## src/design/ifof_pkg.sv

```systemverilog
// Shared types and constants for the IPv4 fragment option filter.
package ifof_pkg;

  localparam int BYTE_W = 8;
  localparam int CNT_W  = 6;

  localparam logic [BYTE_W-1:0] OPT_EOL    = 8'h00;
  localparam logic [BYTE_W-1:0] OPT_NOP    = 8'h01;
  localparam int                COPIED_POS = 7;
  localparam logic [1:0]        PAD_MASK   = 2'h3;

  // Command from the parser to the result sequencer.
  typedef struct packed {
    logic              emit;   // one kept byte goes out first
    logic [BYTE_W-1:0] data;   // the kept byte
    logic              last;   // closes the run
    logic [1:0]        npad;   // EOL pad bytes after the kept byte
    logic [CNT_W-1:0]  plen;   // padded length, reported at end of run
  } cmd_t;

  // Queue status toward its producer and consumer.
  typedef struct packed {
    logic full;
    logic not_empty;
  } q_status_t;

endpackage

```

## src/design/ifof_if.sv

```systemverilog
// Request channel interfaces: option bytes in, filtered results out.
interface ifof_in_if;
  logic                        valid;
  logic                        ready;
  logic [ifof_pkg::BYTE_W-1:0] opt_byte;
  logic [ifof_pkg::CNT_W-1:0]  area_len;
  logic                        last;

  modport source(output valid, opt_byte, area_len, last, input ready);
  modport sink(input valid, opt_byte, area_len, last, output ready);
endinterface

interface ifof_out_if;
  logic                        valid;
  logic                        ready;
  logic [ifof_pkg::BYTE_W-1:0] out_byte;
  logic                        has_byte;
  logic                        end_of_run;
  logic [ifof_pkg::CNT_W-1:0]  padded_len;

  modport source(output valid, out_byte, has_byte, end_of_run, padded_len, input ready);
  modport sink(input valid, out_byte, has_byte, end_of_run, padded_len, output ready);
endinterface

```

## src/design/ipv4_fragment_option_filter_core.sv

```systemverilog
// Top level of the IPv4 fragment option filter.
// A kept byte reaches res_out via the command queue and the output register.
// Throughput: one option byte per cycle while the command queue has room; the closing byte
// of an area produces up to four results, one per cycle unless res_out stalls, limited by
// the single output register. A two-entry command queue lets the parser run ahead while
// results stall. Reset (rst, synchronous) clears parser state, queue and output valid.
module ipv4_fragment_option_filter_core #(
  parameter int MAX_OPTION_BYTES = 40
) (
  input  logic       clk,
  input  logic       rst,
  ifof_in_if.sink    in_ch,
  ifof_out_if.source res_out
);
  import ifof_pkg::*;

  logic      push;
  logic      pop;
  cmd_t      push_cmd;
  cmd_t      head;
  q_status_t q_status;

  ifof_front #(
    .MAX_OPTION_BYTES(MAX_OPTION_BYTES)
  ) u_front (
    .clk      (clk),
    .rst      (rst),
    .in_ch    (in_ch),
    .q_status (q_status),
    .push     (push),
    .push_cmd (push_cmd)
  );

  ifof_queue u_queue (
    .clk      (clk),
    .rst      (rst),
    .push     (push),
    .push_cmd (push_cmd),
    .pop      (pop),
    .head     (head),
    .status   (q_status)
  );

  ifof_back u_back (
    .clk      (clk),
    .rst      (rst),
    .head     (head),
    .q_status (q_status),
    .pop      (pop),
    .res_out  (res_out)
  );

endmodule

```

## src/design/ifof_front.sv

```systemverilog
// Option parser: walks the option area one byte per request and issues commands.
module ifof_front #(
  parameter int MAX_OPTION_BYTES = 40
) (
  input  logic               clk,
  input  logic               rst,
  ifof_in_if.sink            in_ch,
  input  ifof_pkg::q_status_t q_status,
  output logic               push,
  output ifof_pkg::cmd_t     push_cmd
);
  import ifof_pkg::*;

  localparam logic [CNT_W-1:0] MAX_LIM = CNT_W'(MAX_OPTION_BYTES);

  logic [CNT_W-1:0] bytes_seen, bytes_seen_next;
  logic [CNT_W-1:0] option_left, option_left_next;
  logic             want_length, want_length_next;
  logic             keep_current, keep_current_next;
  logic             stopped, stopped_next;
  logic [CNT_W-1:0] kept_count;

  logic              accept;
  logic [CNT_W-1:0]  lim;
  logic [CNT_W-1:0]  rem;
  logic              active;
  logic              emit;
  logic [BYTE_W-1:0] len;
  logic [BYTE_W-1:0] data_len;
  logic [CNT_W-1:0]  kept_next;
  logic [1:0]        npad;

  assign in_ch.ready = !q_status.full;
  assign accept      = in_ch.valid && in_ch.ready;

  // Parse one byte
  always_comb begin
    lim    = (in_ch.area_len < MAX_LIM) ? in_ch.area_len : MAX_LIM;
    active = !stopped && (bytes_seen < lim);
    rem    = lim - bytes_seen - CNT_W'(1);
    len    = (in_ch.opt_byte < BYTE_W'(2)) ? BYTE_W'(2) : in_ch.opt_byte;
    data_len = len - BYTE_W'(2);

    bytes_seen_next   = bytes_seen;
    option_left_next  = option_left;
    want_length_next  = want_length;
    keep_current_next = keep_current;
    stopped_next      = stopped;
    emit              = 1'b0;

    if (active) begin
      if (want_length) begin
        option_left_next = (data_len < {2'b00, rem}) ? data_len[CNT_W-1:0] : rem;
        want_length_next = 1'b0;
        emit             = keep_current;
      end else if (option_left != '0) begin
        option_left_next = option_left - CNT_W'(1);
        emit             = keep_current;
      end else if (in_ch.opt_byte == OPT_EOL) begin
        stopped_next = 1'b1;
      end else if (in_ch.opt_byte == OPT_NOP) begin
        emit = 1'b1;
      end else begin
        keep_current_next = in_ch.opt_byte[COPIED_POS];
        want_length_next  = 1'b1;
        emit              = in_ch.opt_byte[COPIED_POS];
      end
      bytes_seen_next = bytes_seen + CNT_W'(1);
    end

    // Pad the kept count up to a multiple of four
    kept_next = kept_count + CNT_W'(emit);
    npad      = (2'd0 - kept_next[1:0]) & PAD_MASK;
  end

  assign push          = accept && (emit || in_ch.last);
  assign push_cmd.emit = emit;
  assign push_cmd.data = in_ch.opt_byte;
  assign push_cmd.last = in_ch.last;
  assign push_cmd.npad = in_ch.last ? npad : 2'd0;
  assign push_cmd.plen = in_ch.last ? (kept_next + CNT_W'(npad)) : '0;

  // Parser state; cleared at end of each area
  always_ff @(posedge clk) begin
    if (rst || (accept && in_ch.last)) begin
      bytes_seen   <= '0;
      option_left  <= '0;
      want_length  <= 1'b0;
      keep_current <= 1'b0;
      stopped      <= 1'b0;
      kept_count   <= '0;
    end else if (accept) begin
      bytes_seen   <= bytes_seen_next;
      option_left  <= option_left_next;
      want_length  <= want_length_next;
      keep_current <= keep_current_next;
      stopped      <= stopped_next;
      kept_count   <= kept_next;
    end
  end

endmodule

```

## src/design/ifof_queue.sv

```systemverilog
// Two-entry command queue between the parser and the result sequencer.
module ifof_queue (
  input  logic                clk,
  input  logic                rst,
  input  logic                push,
  input  ifof_pkg::cmd_t      push_cmd,
  input  logic                pop,
  output ifof_pkg::cmd_t      head,
  output ifof_pkg::q_status_t status
);
  import ifof_pkg::*;

  cmd_t       entry [2];
  logic       wr_ptr;
  logic       rd_ptr;
  logic [1:0] count;

  assign head             = entry[rd_ptr];
  assign status.full      = (count == 2'd2);
  assign status.not_empty = (count != 2'd0);

  // Storage
  always_ff @(posedge clk) begin
    if (push) begin
      entry[wr_ptr] <= push_cmd;
    end
  end

  // Pointers and fill count
  always_ff @(posedge clk) begin
    if (rst) begin
      wr_ptr <= 1'b0;
      rd_ptr <= 1'b0;
      count  <= 2'd0;
    end else begin
      if (push) wr_ptr <= ~wr_ptr;
      if (pop)  rd_ptr <= ~rd_ptr;
      case ({push, pop})
        2'b10:   count <= count + 2'd1;
        2'b01:   count <= count - 2'd1;
        default: count <= count;
      endcase
    end
  end

endmodule

```

## src/design/ifof_back.sv

```systemverilog
// Result sequencer: expands each command into one to four results.
module ifof_back (
  input  logic                clk,
  input  logic                rst,
  input  ifof_pkg::cmd_t      head,
  input  ifof_pkg::q_status_t q_status,
  output logic                pop,
  ifof_out_if.source          res_out
);
  import ifof_pkg::*;

  logic [1:0]        step;
  logic [2:0]        n_res;
  logic [1:0]        final_step;
  logic              bare;
  logic              load;
  logic              is_final;
  logic [BYTE_W-1:0] nxt_byte;
  logic              nxt_has;

  // Pick the result for the current step of the head command
  always_comb begin
    n_res      = 3'(head.emit) + 3'(head.npad);
    bare       = (n_res == 3'd0);
    final_step = bare ? 2'd0 : 2'(n_res - 3'd1);
    is_final   = (step == final_step);
    if (head.emit && step == 2'd0) begin
      nxt_byte = head.data;
      nxt_has  = 1'b1;
    end else begin
      nxt_byte = OPT_EOL;
      nxt_has  = !bare;
    end
  end

  assign load = q_status.not_empty && (!res_out.valid || res_out.ready);
  assign pop  = load && is_final;

  // Step counter within a command
  always_ff @(posedge clk) begin
    if (rst) begin
      step <= 2'd0;
    end else if (load) begin
      step <= is_final ? 2'd0 : step + 2'd1;
    end
  end

  // Output register
  always_ff @(posedge clk) begin
    if (rst) begin
      res_out.valid <= 1'b0;
    end else if (!res_out.valid || res_out.ready) begin
      res_out.valid <= q_status.not_empty;
    end
  end

  always_ff @(posedge clk) begin
    if (load) begin
      res_out.out_byte   <= nxt_byte;
      res_out.has_byte   <= nxt_has;
      res_out.end_of_run <= head.last && is_final;
      res_out.padded_len <= (head.last && is_final) ? head.plen : '0;
    end
  end

endmodule

```

## src/flat_wrapper.sv

```systemverilog
// flat-port wrapper written by rule: the top's interface ports become plain ports
module ipv4_fragment_option_filter_core_flat import ifof_pkg::*;
#(
  parameter int MAX_OPTION_BYTES = 40
)
  (clk, rst, in_ch_valid, in_ch_opt_byte, in_ch_area_len, in_ch_last, in_ch_ready, res_out_valid, res_out_out_byte, res_out_has_byte, res_out_end_of_run, res_out_padded_len, res_out_ready);
  ifof_in_if in_ch_i ();
  ifof_out_if res_out_i ();
  input  logic clk;
  input  logic rst;
  input wire logic [$bits(in_ch_i.valid)-1:0] in_ch_valid;
  input wire logic [$bits(in_ch_i.opt_byte)-1:0] in_ch_opt_byte;
  input wire logic [$bits(in_ch_i.area_len)-1:0] in_ch_area_len;
  input wire logic [$bits(in_ch_i.last)-1:0] in_ch_last;
  output wire logic [$bits(in_ch_i.ready)-1:0] in_ch_ready;
  output wire logic [$bits(res_out_i.valid)-1:0] res_out_valid;
  output wire logic [$bits(res_out_i.out_byte)-1:0] res_out_out_byte;
  output wire logic [$bits(res_out_i.has_byte)-1:0] res_out_has_byte;
  output wire logic [$bits(res_out_i.end_of_run)-1:0] res_out_end_of_run;
  output wire logic [$bits(res_out_i.padded_len)-1:0] res_out_padded_len;
  input wire logic [$bits(res_out_i.ready)-1:0] res_out_ready;
  assign in_ch_i.valid = in_ch_valid;
  assign in_ch_i.opt_byte = in_ch_opt_byte;
  assign in_ch_i.area_len = in_ch_area_len;
  assign in_ch_i.last = in_ch_last;
  assign in_ch_ready = in_ch_i.ready;
  assign res_out_valid = res_out_i.valid;
  assign res_out_out_byte = res_out_i.out_byte;
  assign res_out_has_byte = res_out_i.has_byte;
  assign res_out_end_of_run = res_out_i.end_of_run;
  assign res_out_padded_len = res_out_i.padded_len;
  assign res_out_i.ready = res_out_ready;
  ipv4_fragment_option_filter_core #(.MAX_OPTION_BYTES(MAX_OPTION_BYTES)) u_core (.clk(clk), .rst(rst), .in_ch(in_ch_i), .res_out(res_out_i));
endmodule
```

## config.mk

```make
export PLATFORM = sky130hd
export DESIGN_NAME = ipv4_fragment_option_filter_core_flat
export DESIGN_NICKNAME = d
export VERILOG_FILES = /design/src/design/ifof_pkg.sv /design/src/design/ifof_if.sv /design/src/design/ipv4_fragment_option_filter_core.sv /design/src/design/ifof_front.sv /design/src/design/ifof_queue.sv /design/src/design/ifof_back.sv /design/src/flat_wrapper.sv
export SDC_FILE = /design/constraint.sdc
export NUM_CORES = 1
export LEC_CHECK = 0
export ABC_CLOCK_PERIOD_IN_PS = 5910
export BUFFER_PORTS_ARGS = -buffer_cell sky130_fd_sc_hd__buf_4
export CAP_MARGIN = 20
export CORE_ASPECT_RATIO = 1.2
export CORE_MARGIN = 10
export CORE_UTILIZATION = 40
export CTS_BUF_LIST = sky130_fd_sc_hd__clkbuf_16
export CTS_CLUSTER_DIAMETER = 120
export DETAILED_ROUTE_END_ITERATION = 12
export GPL_TIMING_DRIVEN = 0
export SKIP_LAST_GASP = 1
export SYNTH_ARGS = -nofsm -noshare
export SYNTH_HDL_FRONTEND = slang
export SYNTH_SLANG_ARGS = --single-unit
```

## constraint.sdc

```tcl
create_clock -name clk -period 5.91 [get_ports clk]
set_clock_uncertainty 0.1 [all_clocks]
set_input_delay 1.4775 -clock clk [delete_from_list [all_inputs] [get_ports clk]]
set_output_delay 1.4775 -clock clk [all_outputs]
set_load 0.01 [all_outputs]
```

* After elaboration in Yosys (flattened, before gate mapping)
Memory sizes are Yosys's and may differ from the RTL's. A register that Yosys moved wholly into a read port is not among the register bits.
Cells that the tools add are included.
** Cells by class
- Bitwise gates (word level) :: 6
- $add $sub $neg :: 13
- Multiplexer cells :: 23
- Reductions and logical operators :: 26
- Eq/ne operators :: 5
- Order comparisons :: 4
** Operators by type and width (count)
- 2-to-1 mux 6 bit :: 5
- 2-to-1 mux 1 bit :: 13
- subtractor 6 x 1 -> 6 bit, second input constant :: 2
- == test 8 x 1 -> 1 bit, second input constant :: 1
- logical AND 1 bit :: 8
- zero test 8 bit :: 1
- less-than comparator 8 x 2 -> 1 bit, second input constant :: 1
- less-than comparator 8 x 6 -> 1 bit :: 1
- 2-to-1 mux 8 bit :: 1
- subtractor 8 x 2 -> 8 bit, second input constant :: 1
- adder 6 x 1 -> 6 bit :: 1
- adder 6 x 1 -> 6 bit, second input constant :: 1
- adder 6 x 2 -> 6 bit :: 1
- less-than comparator 6 bit :: 1
- less-than comparator 6 bit, second input constant :: 1
- 2-to-1 mux 2 bit :: 3
- inverter 1 bit :: 6
- AND reduction 6 bit :: 1
- nonzero test 2 bit :: 3
- nonzero test 6 bit :: 1
- subtractor 6 bit :: 1
- AND reduction 5 bit :: 1
- adder 2 x 1 -> 2 bit, second input constant :: 2
- == test 2 bit, second input constant :: 2
- 12 further kinds :: 18
** Word-level totals
- Memories :: 1
- Bits of input ports :: 19
- Flip-flop bits (word level) :: 44
- RAM bits :: 36
- Output and inout port bits :: 18
** Memories
- u_core.u_queue.entry :: depth 2, bits a word 18, read ports 1, clocked after Yosys merged registers in 1, wr ports 1, line ifof_queue.sv:13 : cmd_t entry [2];

* Logic depth before layout (Yosys ltp)
Gate-level depths: netlist (run 1).
- Word-level depth :: 10
- Mapped depth :: 16
- Depth with buffers taken out :: 16

* Modules after synthesis
A second synthesis (run 1) with hierarchy kept.
** Second synthesis, totals
- Cells, all modules :: 412
- Area, all modules :: 4510.6 um^2
** By module, submodules not included
- ifof_front :: cells each 263, times used 1, area each 2060.7 um^2
- ifof_queue :: cells each 78, times used 1, area each 1503.9 um^2
- ifof_back :: cells each 71, times used 1, area each 945.9 um^2

* Worst setup path before layout (run 1)
Ideal clock, no wire load.
- Path type :: in2reg
- From :: input in_ch_area_len[3]
- To :: memory u_core.u_queue.entry[0][4] (netlist bit) (data pin)
- Stages on the path :: 16
- Path slack :: 1.095 ns
- Path buffers :: 0
- Required time :: 5.552 ns
- Arrival time :: 4.457 ns
- Cell sequence :: o21ai_0 nand2_1 ha_1 nor2b_1 o31ai_1 a22o_1 o221a_2 ha_1 ha_1 inv_1 ha_1 nor2_1 maj3_1 a22oi_1 xnor2_1 and2_1
** RTL lines
- from (decl) :: line flat_wrapper.sv:13 : input wire logic [$bits(in_ch_i.area_len)-1:0] in_ch_area_len;
- to (decl) :: line ifof_queue.sv:13

==> impl.org, run 1 <==
** Synth
- Summing the areas of all compound-gate instances in the mapped netlist gives 10.5% of the synthesized area.
- After synthesis, the largest family of logic cells by area is simple AND/OR/NAND/NOR gates.
- During synthesis, Yosys emitted a total of 0 warnings.
- Area share of xor/xnor cells in the synthesized design :: 5.76%
- Sequential elements use 50.0% of the synthesized area.
- Count of flip-flops with a built-in enable after synthesis :: 49
- Area share of the largest cell type after synthesis :: 35.9%
- Summed over all instances, the cell type with the most area after synthesis is sky130_fd_sc_hd__edfxtp_1.
- The cell count after synthesis came out at 382.
- Mapped cell area :: 4100 um^2
- Multiplexer cells account for 5.49% of the synthesized area.
- The synthesized netlist devotes 15.1% of its cell area to simple gates.
- Register bit total from synthesis :: 78
- Biggest area contributors in the synthesized netlist :: sky130_fd_sc_hd__edfxtp_1 (36%), sky130_fd_sc_hd__dfxtp_1 (14%), sky130_fd_sc_hd__ha_1 (8.2%), sky130_fd_sc_hd__mux2i_1 (4.4%), sky130_fd_sc_hd__nor2_1 (4.3%)
- Each instance of the synthesized netlist takes up on average 10.7 um^2.
- Async set-reset flop share out of synthesis :: 0%
- In the synthesized netlist the dominant register cell turns out to be sky130_fd_sc_hd__edfxtp_1.
- Area share of fa/ha/maj cells after synthesis :: 9.21%
- The most common cell in the synthesized netlist is sky130_fd_sc_hd__edfxtp_1.
- Commonest cells post-synth :: sky130_fd_sc_hd__edfxtp_1 (49), sky130_fd_sc_hd__nor2_1 (47), sky130_fd_sc_hd__nand2_1 (31)
- Library cells used by synthesis :: 61

** Pwr
- Part of the total power dissipated in the clock network :: 23.2%
- Of the total power, registers draw 37.3%.
- In this run the power density over the cells is 472 nW/um^2.
- VDD IR-drop max :: 225 uV
- Of the total power, combinational logic draws 39.5%.
- Static Leak :: 1.87 nW
- Internal power contribution :: 1.50 mW
- Of the total power, the share spent switching nets is 34.6%.
- The analysis attributes to net switching a power of 791 uW.

** Timing
- Highest achievable clock rate :: 0.195 GHz
- Crit share post-route :: 86.6%
- Setup violations remaining at the end of the flow were counted as 0.
- The number of pins exceeding their max-slew limit in the final report was 0.
- Tmin final :: 5.12 ns
- Unrepaired setup endpoints after global routing :: no
- Slew at the pin with the worst max-slew slack :: 0.684 ns
- Total negative slack for setup checks :: 0 ns
- The number of hold violations in the final report was 0.
- Worst hold margin :: 0.373 ns
- Relative slew margins :: 54.4%

** Worst hold path
- Path class of the lowest-slack min-delay path :: reg2reg

** Floorplan
- Die Width :: 112 um
- For this configuration, the core starts out at a cell density of 41.0%.
- Std-Cell Core Area :: 10,000 um^2
- The floorplan step defined a die boundary enclosing 14,700 um^2.
- The die is 131 um tall.
- The initialized floorplan defines 40 standard-cell rows.
- Pin placement for this block handled 37 I/O pins.

** Routing
- Post-route DRC violation count :: 0
- Via density per instance :: 5.00
- The first TritonRoute pass finished after 4 iterations.
- Detailed routing inserted a total of 2,817 vias.
- After the first detailed-routing iteration, the DRC count stood at 125.
- Routed wire per std cell :: 13.8 um
- Wire length reported by the detailed router :: 7.78 mm
- In this run the remaining antenna-violating nets after routing total 0.

** Global route
- Entering global routing, the biggest net connects 18 pins.
- The number of antenna violations at the first check in global routing came to 0.
- Number of global-route vias before repair :: 2,798
- For this run, the total global-route usage over all layers was measured as 10.8%.
- Wire length of the first global-routing pass :: 13.0 mm
- After global routing the overflow that remains totals 0.

** Critical path
- Crit Path Category :: in2reg
- Crit path capture type :: flip-flop
- Data on the critical path is required at its endpoint by 5.89 ns.
- STA classifies the critical path startpoint as an input pin.
- Along the worst path, the maximum fanout reaches 7.
- Arr. time, crit path :: 5.10 ns

** Cells and area
- Relative to the synthesized area, the layout overhead comes to 18.1%.
- Leaving out filler cells and counting taps, the final layout contains 563.
- Final Net Count :: 479
- Final antenna diode count :: 0
- Of the cells placed in the final design, the portion with a size suffix greater than 1 is 15.6%.

** Clock network
- Clock input transition at the sequential cells of the worst setup and hold paths :: 0.06 ns
- Insertion delay to the later sink of the worst-skew pair :: 0.33 ns
- Clock tree synthesis inserted a total of 9 buffers.
- For this design, the CTS-stage hold fixing added 0 buffers.
- Htree depth :: 3
- Total setup buffers inserted after CTS :: 0
- The clock drives 78 sinks.
- Once the clock tree was built, the resizer swapped 0 gates to a different size.
- The root buffer cell chosen for the clock tree is sky130_fd_sc_hd__clkbuf_16.
- Clock tree from TritonCTS :: done
- Maximum buffer depth of the clock tree :: 2

** Status
- Result of the run :: finished clean

** Placed design
- HPWL after detailed placement :: 5.86 mm
- After detailed placement, the design holds a cell count of 547.
- The count of buffers added on input and output ports is 35.
- The congestion estimate from routability-driven global placement came to 0.836.

** Job
- The tool flagged a number of max-cap violations equal to 0.
layer usage:
| metal | routed length (um) | track usage (%) | vias to the layer above |
|---|---|---|---|
| li1 | - | - | 1459 |
| met1 | 3470 | 12.5 | 1301 |
| met2 | 3830 | 18.3 | 47 |
| met3 | 337 | 3.06 | 10 |
| met4 | 144 | 4.93 | 0 |
| met5 | 0 | 0 | - |
cell type report:
cell class              instances  area, um^2
clock buffers                  10         250
flip-flops and latches         78        2050
repair buffers                 37         285
multi-input cells             270        1900
plain buffers                  13        71.3
fillers                       951        5160
inverters                      23        86.3
well taps                     126         158
clock inverters                 6        43.8
through the flow:
stage / total power, mW / setup WS, ns / util (%) / cell area (um^2)
finish: 2.29 / 0.791 / 48.4 / 4850
CTS: 2.31 / 0.759 / 48.4 / 4850
global placement: 1.74 / 0.491 / 45.3 / 4530
floorplan: 1.52 / 1.09 / - / 4110
detailed placement: 1.78 / 0.410 / 45.5 / 4550
global route: 2.46 / 0.478 / 48.4 / 4850
power groups by stage:
stage | registers (mW) | logic, mW | clock network [mW]
detailed placement | 0.865 | 0.911 | 0
global placement | 0.861 | 0.877 | 0
floorplan | 0.877 | 0.639 | 0
CTS | 0.854 | 0.918 | 0.543
global route | 0.869 | 1.02 | 0.569
finish | 0.852 | 0.904 | 0.531
placed cells by master, fill, tap and decap left out, types with 4 or more instances in the layout:
| cell | instances |
|---|---|
| sky130_fd_sc_hd__xor2_1 | 12 |
| sky130_fd_sc_hd__nand3_1 | 8 |
| sky130_fd_sc_hd__edfxtp_1 | 49 |
| sky130_fd_sc_hd__nand2_1 | 31 |
| sky130_fd_sc_hd__nor2b_1 | 4 |
| sky130_fd_sc_hd__dfxtp_1 | 29 |
| sky130_fd_sc_hd__nor2_1 | 47 |
| sky130_fd_sc_hd__mux2i_1 | 18 |
| sky130_fd_sc_hd__a21o_1 | 4 |
| sky130_fd_sc_hd__clkbuf_1 | 8 |
| sky130_fd_sc_hd__inv_1 | 24 |
| sky130_fd_sc_hd__o21ai_0 | 10 |
| sky130_fd_sc_hd__mux2_2 | 4 |
| sky130_fd_sc_hd__xnor2_1 | 15 |
| sky130_fd_sc_hd__and2_1 | 10 |
| sky130_fd_sc_hd__nor3_1 | 4 |
| sky130_fd_sc_hd__clkbuf_16 | 10 |
| sky130_fd_sc_hd__a21oi_1 | 16 |
| sky130_fd_sc_hd__ha_1 | 27 |
| sky130_fd_sc_hd__buf_6 | 4 |
| sky130_fd_sc_hd__nor4_1 | 4 |
| sky130_fd_sc_hd__buf_4 | 37 |
logic make-up after synthesis:
kind of cell | Yosys count
and+or+nand+nor | 126
DFF | 78
AOI/OAI and AO/OA | 62
buffers and inverters | 36
adders and majority gates | 30
xor gates and xnor gates | 27
muxes | 22
other | 1
state kept, by name, summed over array words and instances (netlist names), 2 cells and up, named ones only:
name                              flops
u_core.u_back.res_out.out_byte        8
u_core.u_back.res_out.padded_len      5
u_core.u_back.step                    2
u_core.u_queue.count                  2
u_core.u_front.bytes_seen             6
u_core.u_front.option_left            6
u_core.u_front.kept_count             6
u_core.u_queue.entry                 34
critical path, cell delays in order:
cell                      delay, ns
sky130_fd_sc_hd__buf_4         0.11
sky130_fd_sc_hd__o21ai_0       0.27
sky130_fd_sc_hd__nand2_1       0.13
sky130_fd_sc_hd__ha_1          0.34
sky130_fd_sc_hd__nor2b_1       0.14
sky130_fd_sc_hd__o31ai_1       0.33
sky130_fd_sc_hd__a22o_1        0.35
sky130_fd_sc_hd__o221a_2       0.32
sky130_fd_sc_hd__ha_1          0.19
sky130_fd_sc_hd__ha_1          0.26
sky130_fd_sc_hd__inv_1         0.07
sky130_fd_sc_hd__ha_1          0.21
sky130_fd_sc_hd__nor2_1        0.07
sky130_fd_sc_hd__maj3_1        0.35
sky130_fd_sc_hd__a22oi_1       0.22
sky130_fd_sc_hd__xnor2_1       0.08
sky130_fd_sc_hd__and2_1        0.17
final timing paths:
kind                                        startpoint                                   end  slack (ns)  depth (start not counted)
min reg2reg         u_core.u_back.step[0]$_SDFFE_PP0P_    u_core.u_back.step[0]$_SDFFE_PP0P_        0.37                          2
max                                  in_ch_area_len[3]  u_core.u_queue.entry[1][4]$_DFFE_PP_        0.79                         17
max reg2reg  u_core.u_front.bytes_seen[1]$_SDFFE_PP0P_  u_core.u_queue.entry[1][4]$_DFFE_PP_        2.07                         14
min                 u_core.u_back.step[0]$_SDFFE_PP0P_    u_core.u_back.step[0]$_SDFFE_PP0P_        0.37                          2
(Power assumes the default switching activity.)
==> run 2, diff against run 1 <==
ABC_CLOCK_PERIOD_IN_PS = default   (was 5910)
CTS_BUF_LIST = sky130_fd_sc_hd__clkbuf_2   (was sky130_fd_sc_hd__clkbuf_16)
==> impl.org, run 2 (same netlist as run 1, synthesis figures left out) <==
** Worst hold path
- In this run the most critical hold path is launched from u_core.u_front.kept_count[0]$_SDFFE_PP0P_.
- Along the worst hold path, the cell count comes to 2.
- The min-delay analysis places its worst path in the category reg2reg.

** Floorplan
- The die is 131 um tall.
- During I/O placement, the number of pins put on the boundary was 37.
- Die Width :: 112 um
- Std-Cell Rows :: 40
- For this configuration, the core starts out at a cell density of 41.0%.
- The total area inside the core boundary comes to 10,000 um^2.
- The die covers 14,700 um^2.

** Timing
- The number of hold violations in the final report came to 0.
- The smallest clock period supported by the final layout is computed as 4.89 ns.
- Total negative slack for setup checks :: 0 ns
- Highest achievable clock rate :: 0.204 GHz
- The tightest hold path in the finished design has a slack of 0.389 ns.
- Setup repair after global routing left no endpoint under its margin.
- Crit share post-route :: 82.7%
- Slew at the pin with the worst max-slew slack :: 0.694 ns
- The number of pins exceeding their max-slew limit in the final report was 0.
- Setup violations remaining at the end of the flow were counted as 0.
- The worst pin sits at a relative slew slack of 53.7%.

** Clock network
- Clock-pin slew was measured on the worst setup and hold paths at 0.20 ns.
- Count of hold buffers inserted by post-cts repair :: 0
- Total setup buffers inserted after CTS :: 0
- The clock net in this run drives a total of 78 sinks.
- Htree depth :: 3
- In this run, post-CTS repair resized a total of 0 instances.
- Clock buffers created by TritonCTS :: 9
- Maximum buffer depth of the clock tree :: 2
- Insertion delay to the later sink of the worst-skew pair :: 0.55 ns
- Buffer type at the clock tree root :: sky130_fd_sc_hd__clkbuf_2
- TritonCTS built the clock tree.

** Cells and area
- Layout filler cell count :: 979
- Final Net Count :: 479
- The register with the most flip-flops in the layout has 34 of them.
- In the final layout, the multi-input gates occupy 1900 um^2.
- Most common cell after layout, fill and taps aside :: sky130_fd_sc_hd__edfxtp_1
- Final antenna diode count :: 0
- Sequential cell area :: 2050 um^2
- In the final layout, the registers with the most flip-flops are u_core.u_queue.entry (34), u_core.u_back.res_out.out_byte (8).
- Area Overhead vs Synth :: 13.9%
- Most flops, register :: u_core.u_queue.entry
- In the final layout, the share of cells above drive strength 1 is 15.8%.
- Leaving out fill and tap cells, the most frequent cells in the layout are sky130_fd_sc_hd__edfxtp_1 (49), sky130_fd_sc_hd__nor2_1 (47), sky130_fd_sc_hd__buf_4 (37), sky130_fd_sc_hd__nand2_1 (31), sky130_fd_sc_hd__dfxtp_1 (29).

** Global route
- The via count of the first global-routing pass came to 2,806.
- Summed over all layers, the global routing overflow is 0.
- Entering global routing, the biggest net connects 18 pins.
- The number of antenna violations at the first check in global routing was 0.
- The first global-routing pass estimated 13.0 mm of wire.
- Overall Global Routing Usage :: 10.8%

** Placed design
- Summed over all nets, the half-perimeter wirelength after detailed placement is 5.86 mm.
- At the end of routability-driven placement, the weighted congestion stood at 0.836.
- Number of input and output port buffers inserted :: 35

** Routing
- The first detailed-routing pass ran for 4 iterations.
- Wire length reported by the detailed router :: 7.73 mm
- Drt first-iter violations :: 128
- Post-DRT Antenna Nets :: 0
- After detailed routing, the number of vias per cell comes to 4.98.
- Post-route DRC violation count :: 0
- Count of vias placed by the detailed router :: 2,802
- After detailed routing, the average wire length per cell comes to 13.7 um.

** Critical path
- The worst setup path is of the in2reg kind.
- Critical path launch point type :: input pin
- Beginning of the worst register-to-register path :: u_core.u_front.bytes_seen[1]$_SDFFE_PP0P_
- Max FO, Critical Path :: 7
- Arr. time, crit path :: 5.11 ns
- Data required, critical path :: 6.13 ns
- The critical path starts at in_ch_area_len[3].
- Measured in cells, the most critical reg-to-reg path has a length of 14.
- Crit path capture type :: flip-flop

** Pwr
- VDD IR-drop max :: 154 uV
- In this run the power density over the cells is 438 nW/um^2.
- Static Leak :: 1.79 nW

** Job
- Max-cap violations in this run came to 0.

** Status
- Result of the run :: finished clean
## run 2: cell types whose count changed in the layout (fill, tap and decap cells not counted)
cell,delta
sky130_fd_sc_hd__clkbuf_2,+10
sky130_fd_sc_hd__inv_1,-1
sky130_fd_sc_hd__clkbuf_16,-10
sky130_fd_sc_hd__bufinv_16,+1
## run 2: worst paths after layout
check                                                                  to  slack (ns)
worst min-delay path            u_core.u_front.kept_count[0]$_SDFFE_PP0P_        0.39
worst max register to register       u_core.u_queue.entry[1][4]$_DFFE_PP_        2.04
worst min register to register  u_core.u_front.kept_count[0]$_SDFFE_PP0P_        0.39
worst max-delay path                 u_core.u_queue.entry[1][4]$_DFFE_PP_        1.02
## run 2: layout make-up
cell class              count  share of cell area [%]
flip-flops and latches     78                    43.9
multi-input cells         270                    40.7
repair buffers             37                    6.10
well taps                 126                    3.37
inverters                  23                    1.85
plain buffers              13                    1.53
clock inverters             6                    1.50
clock buffers              10                    1.07
## run 2: per-stage QoR
| step | std cells | instance area (um^2) | utilization (%) | power (mW) | worst slack [ns] |
|---|---|---|---|---|---|
| floorplan | 384 | 4110 | - | 1.52 | 1.09 |
| global placement | 545 | 4530 | 45.3 | 1.74 | 0.491 |
| detailed placement | 547 | 4550 | 45.5 | 1.78 | 0.410 |
| CTS | 563 | 4670 | 46.7 | 2.08 | 1.02 |
| global route | 563 | 4670 | 46.7 | 2.22 | 0.754 |
| finish | 563 | 4670 | 46.7 | 2.05 | 1.02 |
## run 2: critical path: stages
cell	delay (ns)
sky130_fd_sc_hd__buf_4	0.11
sky130_fd_sc_hd__o21ai_0	0.27
sky130_fd_sc_hd__nand2_1	0.13
sky130_fd_sc_hd__ha_1	0.34
sky130_fd_sc_hd__nor2b_1	0.14
sky130_fd_sc_hd__o31ai_1	0.34
sky130_fd_sc_hd__a22o_1	0.35
sky130_fd_sc_hd__o221a_2	0.32
sky130_fd_sc_hd__ha_1	0.19
sky130_fd_sc_hd__ha_1	0.26
sky130_fd_sc_hd__inv_1	0.07
sky130_fd_sc_hd__ha_1	0.21
sky130_fd_sc_hd__nor2_1	0.07
sky130_fd_sc_hd__maj3_1	0.35
sky130_fd_sc_hd__a22oi_1	0.22
sky130_fd_sc_hd__xnor2_1	0.08
sky130_fd_sc_hd__and2_1	0.17
## run 2: report_power, final
part / switching, mW / total, mW / internal [mW] / leakage, nW
registers: 0.0602 / 0.850 / 0.790 / 0.697
logic: 0.510 / 0.902 / 0.393 / 1.03
clock network: 0.194 / 0.296 / 0.102 / 0.0652
## run 2: metal layers
layer  vias up  share of wire [%]  global-route usage (%)
met2        38                 49                    18.4
met1      1297                 44                    12.4
met5         -                  0                       0
met3        12                4.8                    3.06
li1       1455                  -                       -
met4         0                1.9                    4.93
==> run 3, diff against run 2 <==
clock period = 4.9 ns   (was 5.91 ns; I/O delays follow)
==> impl.org, run 3 (same netlist as run 1, synthesis figures left out) <==
** Timing
- Relative slew margins :: 53.7%
- Crit share post-route :: 93.9%
- Number of failing hold endpoints at the final stage :: 0
- Slew at the pin with the worst max-slew slack :: 0.695 ns
- The number of pins exceeding their max-slew limit in the final report came to 0.
- Setup violations remaining at the end of the flow were counted as 0.
- Tmin final :: 4.60 ns
- Highest achievable clock rate :: 0.217 GHz
- The worst path meets setup with 0.298 ns of slack.
- Total negative slack for setup checks :: 0 ns
- Setup repair after global routing left no endpoint under its margin.

** Global route
- Global routing met1 resource utilization :: 12.4%
- In the global route stage, overall resource usage came out at 10.8%.
- Global routing used 3.06% of the available met3 tracks.
- Maximum number of pins on one net before global-route repair :: 18
- In this run the most used layer during global routing was met2.
- Wire length of the first global-routing pass :: 13.0 mm
- Met2 layer usage reported by global route :: 18.4%
- Number of antenna violations at the first check in global routing :: 0
- The via count of the first global-routing pass was 2,806.
- Total congestion overflow :: 0

** Clock network
- Htree depth :: 3
- For the worst-skew pair, the clock arrives at the later sink with an insertion delay of 0.54 ns.
- The clock passes through at most 2 buffers.
- Buffer type at the clock tree root :: sky130_fd_sc_hd__clkbuf_2
- The number of hold buffers added after CTS was 0.
- Buffers added to address setup during post-CTS repair amount to 0.
- TritonCTS created 9 clock buffers.
- TritonCTS built the clock tree.
- Clk sink count :: 78
- After clock tree synthesis, the clock-pin slew on the worst setup and hold paths is 0.20 ns.
- Count of instances resized after the clock tree is built :: 0

** Floorplan
- Overall die area :: 14,700 um^2
- Vertical extent of the die :: 131 um
- Total I/O pin count :: 37
- Initial cell density of the core :: 41.0%
- Die Width :: 112 um
- The region available for standard cell placement spans 10,000 um^2.
- In this run the core area contains 40 standard-cell rows.

** Critical path
- Data required, critical path :: 5.12 ns
- The worst setup path is captured at a flip-flop.
- The slowest stage of the critical path belongs to the cell sky130_fd_sc_hd__o31ai_1.
- Counting both buffers and inverters, the worst setup path holds a total of 2.
- Critical path cell sequence :: buf_4, o21ai_0, nand2_1, ha_1, nor2b_1, o31ai_1, a22o_2, o221a_2, ha_1, ha_1, inv_1, ha_1, nor2_1, maj3_1, a22oi_1, xnor2_1, and2_1
- The worst register-to-register path has a setup slack of 1.06 ns.
- The critical path in this run is classified as in2reg.
- Max FO, Critical Path :: 7
- Worst r2r dst :: u_core.u_queue.entry[1][4]$_DFFE_PP_
- By instance count, the cell type seen most on the critical path is sky130_fd_sc_hd__ha_1.
- The worst setup path is launched from an input pin.
- Maximum cell stage delay along the critical path :: 0.38 ns
- Top Family by Delay on Critical Path :: compound AO/OA/AOI/OAI gates
- The worst register-to-register path begins at u_core.u_front.bytes_seen[1]$_SDFFE_PP0P_.
- Arr. time, crit path :: 4.82 ns
- Counting cells, the worst reg-to-reg path comes to 14.

** Routing
- Across all layers, the routed design uses 2,803 vias.
- After detailed routing, the number of remaining DRC violations is 0.
- The detailed router finished its first iteration with 126 violations.
- Via density per instance :: 4.98
- Routed wire per std cell :: 13.8 um
- The first TritonRoute pass finished after 4 iterations.
- Wire length reported by the detailed router :: 7.76 mm
- Once detail routing completed, the nets flagged for antenna violations numbered 0.

** Placed design
- Weighted congestion reported at the end of routability-driven placement :: 0.836
- Detailed placement finished with a half-perimeter wire length of 5.86 mm.
- Prior to clock tree synthesis, the placed netlist has a worst setup slack of -0.348 ns.
- Input and output buffers added on the ports amount to 35.

** Job
- The tool flagged a number of max-cap violations equal to 0.

** Status
- Result of the run :: finished clean

** Pwr
- Net switching is 37.2% of the power.
- Of the total power, the clock network draws 14.5%.
- Internal power comes to 1.55 mW.
- For this design the total switching power over the nets is 918 uW.
- Summed over all cells, the static leakage comes to 1.79 nW.
- Dividing total power by cell area gives a power density of 527 nW/um^2.
- Registers are responsible for 41.6% of the overall power.
- Share of total power in combinational logic :: 44.0%
- VDD IR-drop max :: 185 uV

** Cells and area
- In the layout the commonest cells are sky130_fd_sc_hd__edfxtp_1 (49), sky130_fd_sc_hd__nor2_1 (47), sky130_fd_sc_hd__buf_4 (37), sky130_fd_sc_hd__nand2_1 (31), sky130_fd_sc_hd__dfxtp_1 (29).
- Of the cells placed in the final design, the portion with a size suffix greater than 1 is 16.0%.
- Final antenna diode count :: 0
- Compared with the post-synthesis result, the final layout area differs by 13.9%.
- Most common cell after layout, fill and taps aside :: sky130_fd_sc_hd__edfxtp_1
- Leading registers by flop count :: u_core.u_queue.entry (34), u_core.u_back.res_out.out_byte (8)
- The register with the most flip-flops in the layout has 34 of them.
- The net count of the finished layout is 479.
- Most flops, register :: u_core.u_queue.entry

** Worst hold path
- The tightest min-delay check is of the reg2reg type.
- The worst hold path was traced through 2 stages.
- Hold-critical path endpoint :: u_core.u_front.kept_count[0]$_SDFFE_PP0P_
- Worst min-delay path startpoint :: u_core.u_front.kept_count[0]$_SDFFE_PP0P_
-- run 3: per-stage QoR --
stage	hold WS [ns]	cell area (um^2)	instances	utilization (%)	total power, mW
floorplan	0.341	4110	384	-	1.83
global placement	0.352	4530	545	45.3	2.10
detailed placement	0.366	4550	547	45.5	2.14
CTS	0.391	4670	563	46.7	2.51
global route	0.420	4680	563	46.7	2.68
finish	0.389	4680	563	46.7	2.47
-- run 3: worst max-delay path by stage --
stage	start	to	slack (ns)	cells after the start
2_1_floorplan	in_ch_area_len[3]	u_core.u_queue.entry[0][4]$_DFFE_PP_	0.34	16
3_3_place_gp	in_ch_area_len[3]	u_core.u_queue.entry[1][4]$_DFFE_PP_	-0.27	17
3_5_place_dp	in_ch_area_len[3]	u_core.u_queue.entry[0][4]$_DFFE_PP_	-0.35	17
4_1_cts	in_ch_area_len[3]	u_core.u_queue.entry[1][4]$_DFFE_PP_	0.27	17
5_1_grt	in_ch_area_len[3]	u_core.u_queue.entry[1][4]$_DFFE_PP_	0.05	17
6_report	in_ch_area_len[3]	u_core.u_queue.entry[1][4]$_DFFE_PP_	0.30	17
-- run 3: layout make-up --
| class | instances | area, um^2 |
|---|---|---|
| Buffer | 13 | 71.3 |
| Clock buffer | 10 | 50.0 |
| Clock inverter | 6 | 70.1 |
| Fill cell | 982 | 5330 |
| Inverter | 23 | 86.3 |
| Multi-Input combinational cell | 270 | 1900 |
| Sequential cell | 78 | 2050 |
| Tap cell | 126 | 158 |
| Timing Repair Buffer | 37 | 285 |
-- run 3: power groups by stage --
stage / logic [mW] / registers (mW) / clock network (mW)
final: 1.08 / 1.02 / 0.357
after global routing: 1.23 / 1.05 / 0.402
after CTS: 1.11 / 1.03 / 0.373
after detailed placement: 1.10 / 1.04 / 0
after global placement: 1.06 / 1.04 / 0
after floorplan: 0.771 / 1.06 / 0
-- run 3: metal layers --
layer	up-vias	part of all wire, %
met1	1288	43
li1	1457	-
met2	44	50
met5	-	0
met4	0	2.1
met3	14	4.8
-- run 3: worst min-delay path, cell delays in order (launching register included) --
cell                      delay [ns]
sky130_fd_sc_hd__dfxtp_1        0.36
sky130_fd_sc_hd__nand2_1        0.05
sky130_fd_sc_hd__a21oi_1        0.06
